$ cat src/rtl/core/sbp_pkg.sv
// ----------------------------------------------------------------------------
// sbp_pkg
// Shared types and constants for the six-bit text word packer.
// ----------------------------------------------------------------------------
`default_nettype none

package sbp_pkg;

  localparam int CODE_W      = 7;
  localparam int SLOT_W      = 6;
  localparam int WORD_W      = 30;
  localparam int MAX_RES     = 3;
  localparam int CNT_W       = 2;
  localparam int IN_TDATA_W  = ((CODE_W + 7) / 8) * 8;
  localparam int OUT_TDATA_W = ((WORD_W + 7) / 8) * 8;
  localparam int CFG_IDX_W   = 2;

  localparam logic [CODE_W-1:0] BLANK_CODE  = 7'd0;
  localparam logic [CODE_W-1:0] ESCAPE_CODE = 7'd63;
  localparam logic [CODE_W-1:0] FOLD_LOW    = 7'd37;
  localparam logic [CODE_W-1:0] FOLD_OFFSET = 7'd26;
  localparam logic [SLOT_W-1:0] ESCAPE_SLOT = 6'd63;

  localparam logic [CFG_IDX_W-1:0] REG_SKIP_LEADING = 2'd0;
  localparam logic [CFG_IDX_W-1:0] REG_STOP_AT_BLANK = 2'd1;
  localparam logic [CFG_IDX_W-1:0] REG_FOLD_UPPER    = 2'd2;

  typedef struct packed {
    logic skip_leading_blanks;
    logic stop_at_blank;
    logic fold_upper;
  } cfg_t;

  typedef struct packed {
    logic [CODE_W-1:0] char_code;
    logic              has_char;
    logic              line_end;
  } item_t;

  typedef struct packed {
    logic [WORD_W-1:0] packed_word;
    logic              end_marker;
  } result_t;

  typedef struct packed {
    logic [CNT_W-1:0]          count;
    result_t [MAX_RES-1:0]     res;
  } res_set_t;

endpackage

`default_nettype wire

$ cat src/rtl/core/six_bit_text_word_packer.sv
// ----------------------------------------------------------------------------
// six_bit_text_word_packer
// Packs mapped 7-bit character codes into words of 6-bit slots, first
// character in the top slot, with escape pairs for codes of 63 and above.
//
// Input stream: one character per transaction. tdata holds char_code,
// tuser flags has_char, tlast marks the line end. Output stream: one word per
// transaction; tuser set on the end marker, tlast on the final word caused by
// an input transaction. Each input gives zero to three words.
// An accepted item is held in the input register, then the packing step
// writes its words to the result register, from which the first word is
// offered on the output stream.
// One item per cycle is taken while each gives at most one word and the
// receiver is ready; an item with more words holds the input side until
// the single output register has drained.
// Configuration is a plain write port, to be written only while the block is
// idle.
// Synchronous reset clears the config, the slot state and both streams' valid flags.
// A stalled receiver holds the current word; the input register then fills
// and tready drops until the result register frees up.
// ----------------------------------------------------------------------------
`default_nettype none

module six_bit_text_word_packer
  import sbp_pkg::*;
#(
  parameter int SLOTS_PER_WORD = 5
) (
  input  logic                   clk,
  input  logic                   rst_n,
  input  logic                   in_tvalid,
  output logic                   in_tready,
  input  logic [IN_TDATA_W-1:0]  in_tdata,   // [6:0] char_code
  input  logic                   in_tuser,   // has_char
  input  logic                   in_tlast,   // line_end
  output logic                   out_tvalid,
  input  logic                   out_tready,
  output logic [OUT_TDATA_W-1:0] out_tdata,  // [29:0] packed_word
  output logic                   out_tuser,  // end_marker
  output logic                   out_tlast,  // last
  input  logic                   cfg_wr_en,
  input  logic [CFG_IDX_W-1:0]   cfg_index,
  input  logic                   cfg_wdata
);

  localparam int ACC_W  = SLOT_W * SLOTS_PER_WORD;
  localparam int FILL_W = $clog2(SLOTS_PER_WORD + 1);

  cfg_t              cfg_r;
  item_t             item_r;
  logic              in_valid_r;
  logic [ACC_W-1:0]  acc_r, acc_nxt;
  logic [FILL_W-1:0] fill_r, fill_nxt;
  logic              fin_r, fin_nxt;
  res_set_t          set;
  logic              can_load;
  logic              step_go;
  logic [WORD_W-1:0] word;

  assign step_go   = in_valid_r && can_load;
  assign in_tready = !in_valid_r || step_go;

  always_ff @(posedge clk) begin
    if (!rst_n) begin
      cfg_r <= '0;
    end else if (cfg_wr_en) begin
      case (cfg_index)
        REG_SKIP_LEADING:  cfg_r.skip_leading_blanks <= cfg_wdata;
        REG_STOP_AT_BLANK: cfg_r.stop_at_blank       <= cfg_wdata;
        REG_FOLD_UPPER:    cfg_r.fold_upper          <= cfg_wdata;
        default: ;
      endcase
    end
  end

  always_ff @(posedge clk) begin
    if (!rst_n) begin
      in_valid_r <= 1'b0;
    end else if (in_tready) begin
      in_valid_r <= in_tvalid;
    end
  end

  always_ff @(posedge clk) begin
    if (in_tvalid && in_tready) begin
      item_r.char_code <= in_tdata[CODE_W-1:0];
      item_r.has_char  <= in_tuser;
      item_r.line_end  <= in_tlast;
    end
  end

  always_ff @(posedge clk) begin
    if (!rst_n) begin
      acc_r  <= '0;
      fill_r <= '0;
      fin_r  <= 1'b0;
    end else if (step_go) begin
      acc_r  <= acc_nxt;
      fill_r <= fill_nxt;
      fin_r  <= fin_nxt;
    end
  end

  sbp_step #(
    .SLOTS (SLOTS_PER_WORD)
  ) u_step (
    .cfg    (cfg_r),
    .item   (item_r),
    .acc_i  (acc_r),
    .fill_i (fill_r),
    .fin_i  (fin_r),
    .acc_o  (acc_nxt),
    .fill_o (fill_nxt),
    .fin_o  (fin_nxt),
    .set_o  (set)
  );

  sbp_out_buf u_out_buf (
    .clk        (clk),
    .rst_n      (rst_n),
    .load       (step_go),
    .set_i      (set),
    .can_load   (can_load),
    .out_valid  (out_tvalid),
    .out_ready  (out_tready),
    .out_word   (word),
    .out_marker (out_tuser),
    .out_last   (out_tlast)
  );

  assign out_tdata = OUT_TDATA_W'(word);

endmodule

`default_nettype wire

$ cat src/rtl/core/sbp_step.sv
// ----------------------------------------------------------------------------
// sbp_step
// Combinational packing step: one character against the slot state, giving
// the next state and up to three result words.
// ----------------------------------------------------------------------------
`default_nettype none

module sbp_step
  import sbp_pkg::*;
#(
  parameter int SLOTS = 5,
  localparam int ACC_W  = SLOT_W * SLOTS,
  localparam int FILL_W = $clog2(SLOTS + 1)
) (
  input  cfg_t              cfg,
  input  item_t             item,
  input  logic [ACC_W-1:0]  acc_i,
  input  logic [FILL_W-1:0] fill_i,
  input  logic              fin_i,
  output logic [ACC_W-1:0]  acc_o,
  output logic [FILL_W-1:0] fill_o,
  output logic              fin_o,
  output res_set_t          set_o
);

  localparam int SH_W = $clog2(ACC_W + 1);
  localparam logic [FILL_W-1:0] LAST_SLOT = FILL_W'(SLOTS - 1);

  function automatic logic [WORD_W-1:0] pad_word(input logic [ACC_W-1:0] a,
                                                 input logic [FILL_W-1:0] f);
    logic [FILL_W-1:0] pad;
    logic [SH_W-1:0]   sh;
    pad = FILL_W'(SLOTS) - f;
    sh  = SH_W'(pad) * SH_W'(SLOT_W);
    return WORD_W'(a << sh);
  endfunction

  always_comb begin
    logic [ACC_W-1:0]  a;
    logic [FILL_W-1:0] f;
    logic              wf;
    logic [CNT_W-1:0]  n;
    logic [SLOT_W-1:0] v;
    logic              full;
    logic              esc;
    logic              blank;
    a     = acc_i;
    f     = fill_i;
    wf    = fin_i;
    n     = '0;
    v     = '0;
    full  = 1'b0;
    set_o = '0;
    esc   = item.char_code >= ESCAPE_CODE;
    blank = item.char_code == BLANK_CODE;

    if (item.has_char && !wf) begin
      if (!(cfg.skip_leading_blanks && blank && f == '0)) begin
        if (cfg.stop_at_blank && blank) begin
          set_o.res[n].packed_word = pad_word(a, f);
          set_o.res[n].end_marker  = 1'b0;
          n  = n + 1'b1;
          a  = '0;
          f  = '0;
          wf = 1'b1;
        end else begin
          if (esc) begin
            v = ESCAPE_SLOT;
          end else if (cfg.fold_upper && item.char_code >= FOLD_LOW) begin
            v = SLOT_W'(item.char_code - FOLD_OFFSET);
          end else begin
            v = SLOT_W'(item.char_code);
          end
          full = f == LAST_SLOT;
          a    = (a << SLOT_W) | ACC_W'(v);
          if (full) begin
            set_o.res[n].packed_word = WORD_W'(a);
            set_o.res[n].end_marker  = 1'b0;
            n = n + 1'b1;
            a = '0;
            f = '0;
          end else begin
            f = f + 1'b1;
          end
          if (full && cfg.stop_at_blank) begin
            wf = 1'b1;
          end else if (esc) begin
            // second half of the escape pair, modulo one slot
            v    = SLOT_W'(item.char_code - ESCAPE_CODE);
            full = f == LAST_SLOT;
            a    = (a << SLOT_W) | ACC_W'(v);
            if (full) begin
              set_o.res[n].packed_word = WORD_W'(a);
              set_o.res[n].end_marker  = 1'b0;
              n = n + 1'b1;
              a = '0;
              f = '0;
              if (cfg.stop_at_blank) begin
                wf = 1'b1;
              end
            end else begin
              f = f + 1'b1;
            end
          end
        end
      end
    end

    if (item.line_end) begin
      if (!cfg.stop_at_blank || !wf) begin
        if (f != '0) begin
          set_o.res[n].packed_word = pad_word(a, f);
          set_o.res[n].end_marker  = 1'b0;
          n = n + 1'b1;
        end
        if (!cfg.stop_at_blank || f == '0) begin
          set_o.res[n].packed_word = '0;
          set_o.res[n].end_marker  = 1'b1;
          n = n + 1'b1;
        end
      end
      a  = '0;
      f  = '0;
      wf = 1'b0;
    end

    set_o.count = n;
    acc_o       = a;
    fill_o      = f;
    fin_o       = wf;
  end

endmodule

`default_nettype wire

$ cat src/rtl/core/sbp_out_buf.sv
// ----------------------------------------------------------------------------
// sbp_out_buf
// Result register: holds the words of one step and hands them out one
// transaction at a time, flagging the final one.
// ----------------------------------------------------------------------------
`default_nettype none

module sbp_out_buf
  import sbp_pkg::*;
(
  input  logic              clk,
  input  logic              rst_n,
  input  logic              load,
  input  res_set_t          set_i,
  output logic              can_load,
  output logic              out_valid,
  input  logic              out_ready,
  output logic [WORD_W-1:0] out_word,
  output logic              out_marker,
  output logic              out_last
);

  result_t [MAX_RES-1:0] res_r;
  logic [CNT_W-1:0]      cnt_r;
  logic [CNT_W-1:0]      idx_r;
  logic                  take;

  assign out_valid  = cnt_r != '0;
  assign out_last   = idx_r == (cnt_r - 1'b1);
  assign out_word   = res_r[idx_r].packed_word;
  assign out_marker = res_r[idx_r].end_marker;
  assign take       = out_valid && out_ready;
  assign can_load   = !out_valid || (take && out_last);

  always_ff @(posedge clk) begin
    if (!rst_n) begin
      cnt_r <= '0;
      idx_r <= '0;
    end else if (load) begin
      cnt_r <= set_i.count;
      idx_r <= '0;
    end else if (take) begin
      if (out_last) begin
        cnt_r <= '0;
        idx_r <= '0;
      end else begin
        idx_r <= idx_r + 1'b1;
      end
    end
  end

  always_ff @(posedge clk) begin
    if (load) begin
      res_r <= set_i.res;
    end
  end

  a_idx_in_range: assert property (@(posedge clk) disable iff (!rst_n)
    out_valid |-> idx_r < cnt_r)
    else $error("result index beyond stored count");

  a_count_max: assert property (@(posedge clk) disable iff (!rst_n)
    cnt_r <= CNT_W'(MAX_RES))
    else $error("result count above maximum");

  a_drain_empty: assert property (@(posedge clk) disable iff (!rst_n)
    (take && out_last && !load) |=> !out_valid)
    else $error("buffer not empty after final result");

  a_load_only_free: assert property (@(posedge clk) disable iff (!rst_n)
    (out_valid && !out_ready) |-> !load)
    else $error("results overwritten while stalled");

endmodule

`default_nettype wire
$ cat config.mk
export PLATFORM = sky130hd
export DESIGN_NAME = six_bit_text_word_packer
export DESIGN_NICKNAME = d
export VERILOG_FILES = /design/src/rtl/core/sbp_pkg.sv /design/src/rtl/core/six_bit_text_word_packer.sv /design/src/rtl/core/sbp_step.sv /design/src/rtl/core/sbp_out_buf.sv
export SDC_FILE = /design/constraint.sdc
export NUM_CORES = 1
export LEC_CHECK = 0
export BUFFER_PORTS_ARGS = -buffer_cell sky130_fd_sc_hd__buf_2
export CORE_MARGIN = 5
export CORE_UTILIZATION = 50
export DETAILED_ROUTE_END_ITERATION = 12
export PLACE_DENSITY = 0.7
export SETUP_SLACK_MARGIN = 0.02
export SYNTH_ARGS = -nofsm -noshare
export SYNTH_HDL_FRONTEND = slang
export SYNTH_SLANG_ARGS = --single-unit
$ cat constraint.sdc
create_clock -name clk -period 6.2 [get_ports clk]
set_input_delay 0.93 -clock clk [delete_from_list [all_inputs] [get_ports clk]]
set_output_delay 0.93 -clock clk [all_outputs]
set_load 0.05 [all_outputs]
Yosys cells after proc, flatten, opt, wreduce, memory -nomap -nowiden:

Cells that the tools add are included.

* register bits: 144
* bits in latches: 0
* memory bits (writable): 0
* bits in read-only memories: 0
* input port bits: 18
* output and inout bits: 36
* logic and storage cells: 177
* memories kept: 0

* add/sub/neg operators: 11
* multipliers: 2
* div/mod/pow operators: 0
* $lt $le $gt $ge: 9
* eq/ne operators: 5
* shift operators: 2
* multiplexer cells: 92
* bitwise operators: 3
* reductions and logical operators: 35

Operators with widths (count)
* 2-to-1 mux 93 bit: 11
* bitwise mux 93 bit: 6
* demux 31 bit (select 2 bit): 6
* 2-to-1 mux 30 bit: 11
* 2-to-1 mux 31 bit: 9
* binary-select mux 31 bit (select 2 bit): 1
* 2-to-1 mux 62 bit: 1
* bitwise OR 30 x 6 -> 30 bit: 2
* left shift 30 x 5 -> 30 bit: 2
* 2-to-1 mux 2 bit: 19
* 2-to-1 mux 3 bit: 11
* 2-to-1 mux 6 bit: 5
* >= comparator 7 x 6 -> 1 bit (second input constant): 2
* logical AND 1 bit: 13
* less-than comparator 2 x 3 -> 1 bit (second input constant): 4
* 2-to-1 mux 1 bit: 12
* adder 2 x 1 -> 2 bit (second input constant): 4
* multiplier 3 x 2 -> 4 bit (second input constant): 2
* AND reduction 2 bit: 4
* logical NOT 7 bit: 1
* adder 3 x 1 -> 3 bit (second input constant): 2
* == test 3 bit (second input constant): 2
* >= comparator 2 x 1 -> 1 bit (second input constant): 3
* logical NOT 3 bit: 2
* 14 further kinds: 24

Depth between registers and ports, before layout:

Gate-level depths: netlist (run 1).

* depth in word-level cells: 31
* gate-level depth with buffers: 26
* depth with buffers taken out: 20

By module:

A second synthesis (run 1) with hierarchy kept.

* cell total of the unflattened synthesis: 1308
* area total of the unflattened synthesis: 11395.9 µm²

Modules (own cells, without submodules)
* sbp_step: times used 1, cells each 896, area an instance 5708.0 µm², seq. area each 0.0 µm²
* sbp_out_buf: times used 1, cells each 227, area an instance 3727.3 µm², seq. area each 2872.8 µm²
* six_bit_text_word_packer: times used 1, cells each 185, area an instance 1960.6 µm², seq. area each 1031.0 µm²

Worst setup path after synthesis (run 1):

OpenSTA, ideal clock, no wires.

* kind: flip-flop to flip-flop
* start: reg fill_r[0]
* end: reg u_out_buf.res_r[25] (netlist name) (data pin)
* setup time: 0.266 ns
* arrival time: 5.258 ns
* data required time: 5.934 ns
* path slack: 0.676 ns
* cell stages (with the launch flop): 22
* buffers on the path: 8
* period minus slack after synthesis: 5.524 ns
* cells stage by stage: dfxtp_1 > inv_1 > buf_1 > ha_1 > clkbuf_1 > buf_1 > clkbuf_1 > inv_1 > ha_1 > o21ai_2 > a31oi_1 > o22ai_2 > buf_6 > clkinv_2 > buf_2 > ha_1 > clkbuf_1 > clkbuf_1 > mux4_2 > or2_2 > a31oi_1 > o21ai_0

RTL lines
* start, declared: line six_bit_text_word_packer.sv:53 `logic [FILL_W-1:0] fill_r, fill_nxt;`
* start signal, assigned: line six_bit_text_word_packer.sv:99 `fill_r <= fill_nxt;`
* end signal, assigned: line sbp_out_buf.sv:54 `res_r <= set_i.res;`
* end, declared: line sbp_out_buf.sv:23 `result_t [MAX_RES-1:0] res_r;`

==> run metrics, run 1 <==
vias in the first global route between 8k and 9k; ys flop type edfxtp_1; Setup Buffers After CTS 0; grt met1 use roughly two fifths; Synth Area in Adders 2.54%; all-layer global routing usage 27.6%; clock buffer depth 2; post-synthesis compound-gate area fraction 22.7%; number of buffers created by CTS 17; Post-synth EDFFs a little over 100; R2R depth 20; Slew Viols, Final 0; max cap viols 0; antenna cells 0; area of the core 20300 um^2; first drt pass iteration count 6; layout cells sized above 1 14.3%; crit path time final roughly 5.5 ns; FF-to-FF Start item_r[2]$_DFFE_PP_; CTS tree done; unrepaired setup endpoints after global routing no; CTS sink cnt approximately 140; drt total wl ~33 mm; reg2reg setup slack ~0.7 ns; met3 Resource Use GR under 10%; proportion of synthesized area in mux cells between 10% and 20%; Fin. Hold Viols 0; Cells after Synth roughly 1.1k; CP max FO 15; worst slack, placed roughly 0.9 ns; outcome finished, final reports clean; hold wc startpoint u_out_buf.cnt_r[1]$_SDFFE_PN0P_; initial antenna violation count 0; hold_buf cts 0; wire per inst about 23 um; data arrival time of the critical path 5.80 ns; Detail Route Antenna Nets 0; f_max roughly 0.18 GHz; power per cell area ~230 nW/um^2; H-tree depth 4; CP Class flop to flop; NumNets Final between 1k and 1.5k; GRT Max-Usage Layer met2; Hold Path Class flop to flop; Hold Path Cell Cnt 2; DR iter-0 viols around 1.3k; Syn. warnings 0; chip height ~150 um; Die ar. 23700 um^2; port bufs 50; clk_lat worst skew approximately 0.43 ns; largest family of logic cells by synthesized area compound AO/OA/AOI/OAI gates; layout filler cell count 1867; grt total ovfl 0; startpoint types flop; syn avg cell area 9.02 um^2; commonest cells after routing, fill and taps aside nand2_1 (133), nor2_1 (121), edfxtp_1 (102); final setup margin 0.699 ns; Placer Congestion a little under 1; WP data required about 6.5 ns; vias per std cell ~6.5; Detailed Place HPWL between 20 and 25 mm; Async SR Flop Fraction 0%; Slew HR between 20% and 30%; Netlist cell types 77; clock slew at reported path FFs approximately 0.070 ns; root buffer cell clkbuf_16; Final setup viols 0; sequential cell area fraction in the yosys report between 30% and 40%; leakage roughly 3.9 nW; Rows between 50 and 60; period utilization 88.7%; type of destination of the critical path flop; Synth Register Bits ~140; Synth Area in XOR/XNOR around 1.1%; DRC Markers 0; post-synthesis simple-gate area fraction 16.0%; routed via count between 9k and 10k; Mapped Area approximately 10000 um^2; worst ir drop on vdd 0.194 mV; WHS Endpoint u_out_buf.cnt_r[1]$_SDFFE_PN0P_; met2 Use GR between 40 and 50%; largest net degree at the start of global routing 82; most common cell after layout, fill and taps aside nand2_1; Layout area overhead 9.52%; Worst Skew between 0.009 and 0.01 ns; die width roughly 150 um; post-cts sizing count 0; Setup TNS Final 0 ns; worst r2r dst u_out_buf.res_r[26]$_DFFE_PP_; global-route wire length before repair a little over 50 mm; Ports between 50 and 60; worst slew pin tran approximately 1.1 ns; Initial Util just over 50%
registers in the layout (all words and copies together) (netlist names):
register and count:
u_out_buf.cnt_r 2, cfg_r 3, fin_r 1, fill_r 3
in_valid_r 1, acc_r 30, u_out_buf.res_r 93, u_out_buf.idx_r 2
item_r 9
report_power, final:
group	leakage [nW]	internal [mW]	switching, mW
combinational	2.31	0.150	0.356
sequential	1.31	1.07	0.0248
clock	0.272	0.533	0.471
stage by stage:
stage / cells / hold WS (ns) / utilization, % / instance area [um^2] / total power, mW
6_report: 1435 / 0.472 / 55.8 / 11300 / 2.60
5_1_grt: 1435 / 0.514 / 55.8 / 11300 / 2.69
4_1_cts: 1435 / 0.477 / 55.8 / 11300 / 2.60
3_5_place_dp: 1403 / 0.468 / 53.0 / 10800 / 1.61
3_3_place_gp: 1403 / 0.460 / 53.0 / 10800 / 1.61
2_1_floorplan: 1148 / 0.440 / - / 10300 / 1.48
area by class of cell:
cell class                      count  area, um^2  share of cell area, %
Tap cell                          270         338                   2.98
Multi-Input combinational cell    883        5940                   52.4
Clock buffer                       17         425                   3.75
Sequential cell                   144        3910                   34.5
Inverter                           26         100                  0.883
Clock inverter                     15         148                   1.30
Timing Repair Buffer               80         475                   4.20
layer usage:
metal / routed length (um) / share of wire (%) / up-vias
met5: 0 / 0 / -
met4: 1030 / 3.1 / 0
met3: 2890 / 8.7 / 85
met2: 14900 / 45 / 494
met1: 14300 / 43 / 4508
li1: - / - / 4292
worst max path at each step:
stage / startpoint / end / slack (ns) / cells past startpoint
after detailed placement: item_r[2]$_DFFE_PP_ / u_out_buf.res_r[26]$_DFFE_PP_ / 0.91 / 20
after floorplan: fill_r[0]$_SDFFE_PN0P_ / u_out_buf.res_r[25]$_DFFE_PP_ / 0.68 / 21
after global routing: item_r[2]$_DFFE_PP_ / u_out_buf.res_r[27]$_DFFE_PP_ / 0.39 / 15
after global placement: item_r[2]$_DFFE_PP_ / u_out_buf.res_r[26]$_DFFE_PP_ / 0.93 / 20
final: item_r[2]$_DFFE_PP_ / u_out_buf.res_r[26]$_DFFE_PP_ / 0.70 / 20
after CTS: item_r[2]$_DFFE_PP_ / u_out_buf.res_r[26]$_DFFE_PP_ / 0.83 / 20
cell families (layout without fill, tap and decap cells):
group,after synthesis,after routing
flops,144,144
simple gates,370,370
compound gates,350,350
mux,127,127
buf+inv,121,138
other cells,1,2
xor+xnor,13,13
fa+ha+maj,21,21
worst max-delay path, cell delays in order, from the launching register on:
cell	delay, ns
edfxtp_1	0.55
inv_1	0.17
ha_1	0.16
nor3b_1	0.60
o211ai_1	0.26
nand2_1	0.46
a21o_1	0.21
nand2_1	0.23
inv_1	0.14
ha_1	0.21
o311ai_4	0.16
nor2_1	0.13
a21o_1	0.12
inv_1	0.07
ha_1	0.22
and2_1	0.21
or2_1	0.30
buf_4	0.23
a2111oi_0	0.58
buf_4	0.25
a21o_1	0.09
Yosys cell counts, types with 11 or more instances:
cell | number | area share [%]
ha_1 | 21 | 2.5
a22oi_1 | 15 | 1.1
buf_2 | 20 | 0.97
mux2_2 | 13 | 1.4
mux4_2 | 20 | 4.4
or3_1 | 12 | 0.73
inv_1 | 24 | 0.87
clkbuf_1 | 60 | 2.2
a22o_1 | 34 | 2.9
mux2i_1 | 94 | 9.1
o22ai_1 | 20 | 1.2
nor2_1 | 123 | 4.5
nand3_1 | 20 | 0.97
o21ai_0 | 94 | 4.5
a21oi_1 | 66 | 3.2
nor3_1 | 16 | 0.77
a211oi_1 | 17 | 1.2
nand2_1 | 133 | 4.8
and2_1 | 16 | 0.97
nor2b_1 | 14 | 0.85
dfxtp_1 | 42 | 8.1
a31oi_1 | 11 | 0.67
edfxtp_1 | 102 | 30
Note: power is estimated with default switching activity, not from simulation.
==> inputs of run 2 (changes only) <==
- CORE_ASPECT_RATIO: default -> 1.5
==> run metrics, run 2 (synthesized netlist as in run 1, its figures left out) <==
unrepaired setup endpoints after global routing no; crit path cell chain inv_1 > ha_1 > nor3b_1 > o211ai_1 > nand2_1 > a21o_1 > nand2_1 > ha_1 > buf_4 > inv_1 > mux4_2 > o211ai_1 > o32ai_1; outcome finished, final reports clean; NumNets Final between 1k and 1.5k; most common cell after layout, fill and taps aside nand2_1; FF-to-FF Start item_r[2]$_DFFE_PP_; H-tree depth 4; routed via count 9327; R2R depth 13; Worst Skew about 0.010 ns; WP data required approximately 6.3 ns; chip height between 150 and 200 um; wire per inst 22.6 um; Worst path depth 13; Slew HR 32.9%; Slew Viols, Final 0; data arrival time of the critical path between 5 and 6 ns; Placer Congestion a little over 1; startpoint types flop; period utilization between 80 and 90%; Layout area overhead 9.63%; Crit path max-delay family simple AND/OR/NAND/NOR gates; placed cells 1397; CTS sink cnt approximately 140; largest net degree at the start of global routing 78; Biggest register u_out_buf.res_r; all-layer global routing usage 27.6%; CTS tree done; root buffer cell clkbuf_16; area of the core 20400 um^2; global-route wire length before repair just over 50 mm; Fin. Hold Viols 0; CP Class flop to flop; worst ir drop on vdd about 0.18 mV; top flop regs u_out_buf.res_r (93), acc_r (30), item_r (9); reg2reg setup slack 0.71 ns; power per cell area 233 nW/um^2; clock slew at reported path FFs about 0.060 ns; type of destination of the critical path flop; Slowest-stage cell, CP mux4_2; multi-input logic area 5940 um^2; layout filler cell count 1820; drt total wl 32.2 mm; commonest cells after routing, fill and taps aside nand2_1 (133), nor2_1 (122), edfxtp_1 (102); clk_lat worst skew between 0.4 and 0.5 ns; max cap viols 0; Bufs and invs on worst path 3; Ports between 50 and 60; FF+latch area slightly below 4000 um^2; Crit path largest cell delay roughly 0.64 ns; crit path time final about 5.5 ns; Final setup viols 0; clock buffer depth 2; final std cells w/o fill 1429; antenna cells 0; leakage between 3 and 4 nW; Die ar. roughly 24000 um^2; worst slew pin tran between 1 and 1.5 ns; port bufs 50; CP endpoint u_out_buf.res_r[11]$_DFFE_PP_; hold_buf cts 0; CP startpoint item_r[2]$_DFFE_PP_; Initial Util between 50% and 60%; die width between 100 and 150 um; DR iter-0 viols around 1.1k; vias in the first global route 8888; Rows between 60 and 70; number of buffers created by CTS 17; DRC Markers 0; grt total ovfl 0; CP max FO 20; post-cts sizing count 0; first drt pass iteration count 6; layout cells sized above 1 14.2%; worst r2r dst u_out_buf.res_r[11]$_DFFE_PP_; vias per std cell roughly 6.5; Detailed Place HPWL 23.9 mm; Largest register FFs 93; Setup TNS Final 0 ns; Setup Buffers After CTS 0; f_max between 0.15 and 0.2 GHz; Hold Path Class flop to flop; initial antenna violation count 0; Detail Route Antenna Nets 0
run 2: cell types whose count changed in the layout (fill, tap and decap cells not counted), moves of 2 or more:
| cell | previous run | this run |
|---|---|---|
| clkinv_8 | 2 | 0 |
| inv_6 | 4 | 2 |
| clkinv_2 | 2 | 5 |
| bufinv_16 | 0 | 3 |
| clkbuf_1 | 0 | 2 |
| inv_8 | 4 | 0 |
run 2: report_power, final:
group | internal (mW) | switching, mW
registers | 1.07 | 0.0243
clock network | 0.632 | 0.413
logic | 0.149 | 0.350
run 2: final cells by class:
| cell class | count | area share (%) |
|---|---|---|
| Inverter | 26 | 0.883 |
| Multi-Input combinational cell | 883 | 52.3 |
| Sequential cell | 144 | 34.4 |
| Clock buffer | 19 | 3.82 |
| Tap cell | 264 | 2.91 |
| Timing Repair Buffer | 80 | 4.19 |
| Clock inverter | 13 | 1.42 |
run 2: worst min path at each step:
stage                               startpoint                              end  depth (start not counted)
2_1_floorplan           acc_r[28]$_SDFFE_PN0P_           acc_r[28]$_SDFFE_PN0P_                          2
3_3_place_gp   u_out_buf.cnt_r[1]$_SDFFE_PN0P_  u_out_buf.cnt_r[1]$_SDFFE_PN0P_                          2
3_5_place_dp   u_out_buf.cnt_r[1]$_SDFFE_PN0P_  u_out_buf.cnt_r[1]$_SDFFE_PN0P_                          2
4_1_cts        u_out_buf.cnt_r[1]$_SDFFE_PN0P_  u_out_buf.cnt_r[1]$_SDFFE_PN0P_                          2
5_1_grt        u_out_buf.cnt_r[1]$_SDFFE_PN0P_  u_out_buf.cnt_r[1]$_SDFFE_PN0P_                          2
6_report       u_out_buf.cnt_r[1]$_SDFFE_PN0P_  u_out_buf.cnt_r[1]$_SDFFE_PN0P_                          2
run 2: per-stage QoR:
| stage | worst slack (ns) | instance area, um^2 | total power, mW | utilization (%) | hold slack [ns] |
|---|---|---|---|---|---|
| detailed placement | 0.880 | 10700 | 1.61 | 52.6 | 0.461 |
| floorplan | 0.676 | 10300 | 1.48 | - | 0.440 |
| global route | 0.451 | 11300 | 2.73 | 55.5 | 0.483 |
| CTS | 0.860 | 11300 | 2.64 | 55.5 | 0.469 |
| global placement | 0.984 | 10700 | 1.60 | 52.6 | 0.459 |
| finish | 0.714 | 11300 | 2.64 | 55.5 | 0.464 |
run 2: worst min-delay path, stage by stage, from the launching register on:
cell and delay (ns):
dfxtp_1 0.31, nand3_1 0.06, a21oi_1 0.05
run 2: metal layers:
metal | GRT usage, % | part of all wire (%)
met5 | 0 | 0
met4 | 17.6 | 7.3
met3 | 4.29 | 6.3
met2 | 47.3 | 48
met1 | 32.1 | 38
==> inputs of run 3 (changes only) <==
- CAP_MARGIN: default -> 25
- CORE_ASPECT_RATIO: 1.5 -> default
- REMOVE_ABC_BUFFERS: default -> 1
==> run metrics, run 3 (synthesized netlist as in run 1, its figures left out) <==
vias per std cell roughly 6.5; worst slew pin tran between 0.9 and 1 ns; multi-input logic area between 5000 and 6000 um^2; Rows 52; placed cells approximately 1.4k; Initial Util ~51%; Hold Path Class flop to flop; met3 WL post-DR between 2 and 3 mm; Ports 54; die width 154 um; number of buffers created by CTS 17; Detailed Place HPWL around 22 mm; NumNets Final 1191; CTS tree done; R2R depth 18; Slew Viols, Final 0; power per cell area roughly 230 nW/um^2; global-route wire length before repair slightly below 50 mm; vias in the first global route between 8k and 9k; reg2reg setup slack just over 0.8 ns; WP data required 6.50 ns; routed via count 9304; max cap viols 0; f_max around 0.19 GHz; antenna cells 0; drt total wl roughly 31 mm; top flop regs u_out_buf.res_r (93), acc_r (30), item_r (9); initial antenna violation count 0; period utilization between 80 and 90%; worst r2r dst u_out_buf.res_r[26]$_DFFE_PP_; hold wc startpoint u_out_buf.cnt_r[1]$_SDFFE_PN0P_; first drt pass iteration count 8; CP max FO 11; root buffer cell clkbuf_16; startpoint types flop; metal2 WL between 10 and 15 mm; DRC Markers 0; most common cell after layout, fill and taps aside nand2_1; Detail Route Antenna Nets 0; clock slew at reported path FFs 0.06 ns; area of the core approximately 20000 um^2; data arrival time of the critical path 5.67 ns; WHS Endpoint u_out_buf.cnt_r[1]$_SDFFE_PN0P_; outcome finished, final reports clean; Worst Skew around 0.011 ns; leakage 3.91 nW; Largest register FFs 93; largest net degree at the start of global routing slightly above 70; layout filler cell count 1835; post-cts sizing count 0; H-tree depth 4; Layout area overhead 9.77%; type of destination of the critical path flop; unrepaired setup endpoints after global routing no; Biggest register u_out_buf.res_r; clock buffer depth 2; wire per inst between 20 and 25 um; worst ir drop on vdd about 0.17 mV; Hold Path Cell Cnt 2; Metal-1 WL 13.7 mm; Placer Congestion ~0.96; commonest cells after routing, fill and taps aside nand2_1 (133), nor2_1 (123), edfxtp_1 (102); final std cells w/o fill 1435; Final setup viols 0; grt total ovfl 0; hold_buf cts 0; CTS sink cnt approximately 140; final instance area around 11000 um^2; FF+latch area just under 4000 um^2; chip height 154 um; clk_lat worst skew ~0.44 ns; Setup Buffers After CTS 0; CP Class flop to flop; Placed Area 10800 um^2; all-layer global routing usage around a quarter; layout cells sized above 1 14.2%; Die ar. 23700 um^2; FF-to-FF Start item_r[2]$_DFFE_PP_; port bufs 50; uppermost routed layer met4; DR iter-0 viols roughly 1.1k; crit path time final around 5.4 ns; Final Core Density between 50 and 60%; Fin. Hold Viols 0; Slew HR a little under two fifths
-- run 3: per-stage QoR --
stage               setup TNS (ns)  power [mW]  worst slack, ns  hold slack [ns]
floorplan                   -74.52        1.46            -1.30            0.440
global placement                 0        1.59             1.21            0.458
detailed placement               0        1.60             1.07            0.482
CTS                              0        2.64             1.03            0.490
global route                     0        2.73            0.413            0.521
finish                           0        2.64            0.828            0.483
-- run 3: worst max path at each step --
stage / slack [ns] / startpoint / endpoint
floorplan: -1.30 / fill_r[0]$_SDFFE_PN0P_ / u_out_buf.res_r[27]$_DFFE_PP_
global placement: 1.21 / item_r[2]$_DFFE_PP_ / u_out_buf.res_r[26]$_DFFE_PP_
detailed placement: 1.07 / item_r[2]$_DFFE_PP_ / u_out_buf.res_r[26]$_DFFE_PP_
CTS: 1.03 / item_r[2]$_DFFE_PP_ / u_out_buf.res_r[26]$_DFFE_PP_
global route: 0.41 / item_r[2]$_DFFE_PP_ / u_out_buf.res_r[26]$_DFFE_PP_
finish: 0.83 / item_r[2]$_DFFE_PP_ / u_out_buf.res_r[26]$_DFFE_PP_
-- run 3: where the power goes --
| group | internal, mW | switching (mW) |
|---|---|---|
| Sequential | 1.07 | 0.0226 |
| Combinational | 0.150 | 0.347 |
| Clock | 0.605 | 0.443 |
-- run 3: critical path, cell delays in order, from the launching register on --
cell	delay, ns
edfxtp_1	0.54
inv_1	0.15
ha_1	0.16
nor3b_1	0.62
o211ai_1	0.26
nand2_1	0.50
a21o_1	0.21
nand2_1	0.20
inv_1	0.14
ha_1	0.20
o311ai_4	0.16
nor2_1	0.13
a21o_1	0.12
inv_1	0.06
ha_1	0.23
and2_1	0.21
or2_1	0.36
a2111oi_0	0.83
a21o_1	0.15
-- run 3: per-layer routing --
layer / vias to the layer above / track usage, %
li1: 4294 / -
met1: 4469 / 38.2
met2: 470 / 39.5
met3: 71 / 5.56
met4: 0 / 9.38
met5: - / 0
-- run 3: area by class of cell --
cell class,instances,share of cell area [%]
tap,270,2.97
inverter,26,0.881
sequential,144,34.4
clock inverter,15,1.51
timing repair buffer,80,4.19
multi-input combinational,883,52.3
clock buffer,17,3.75
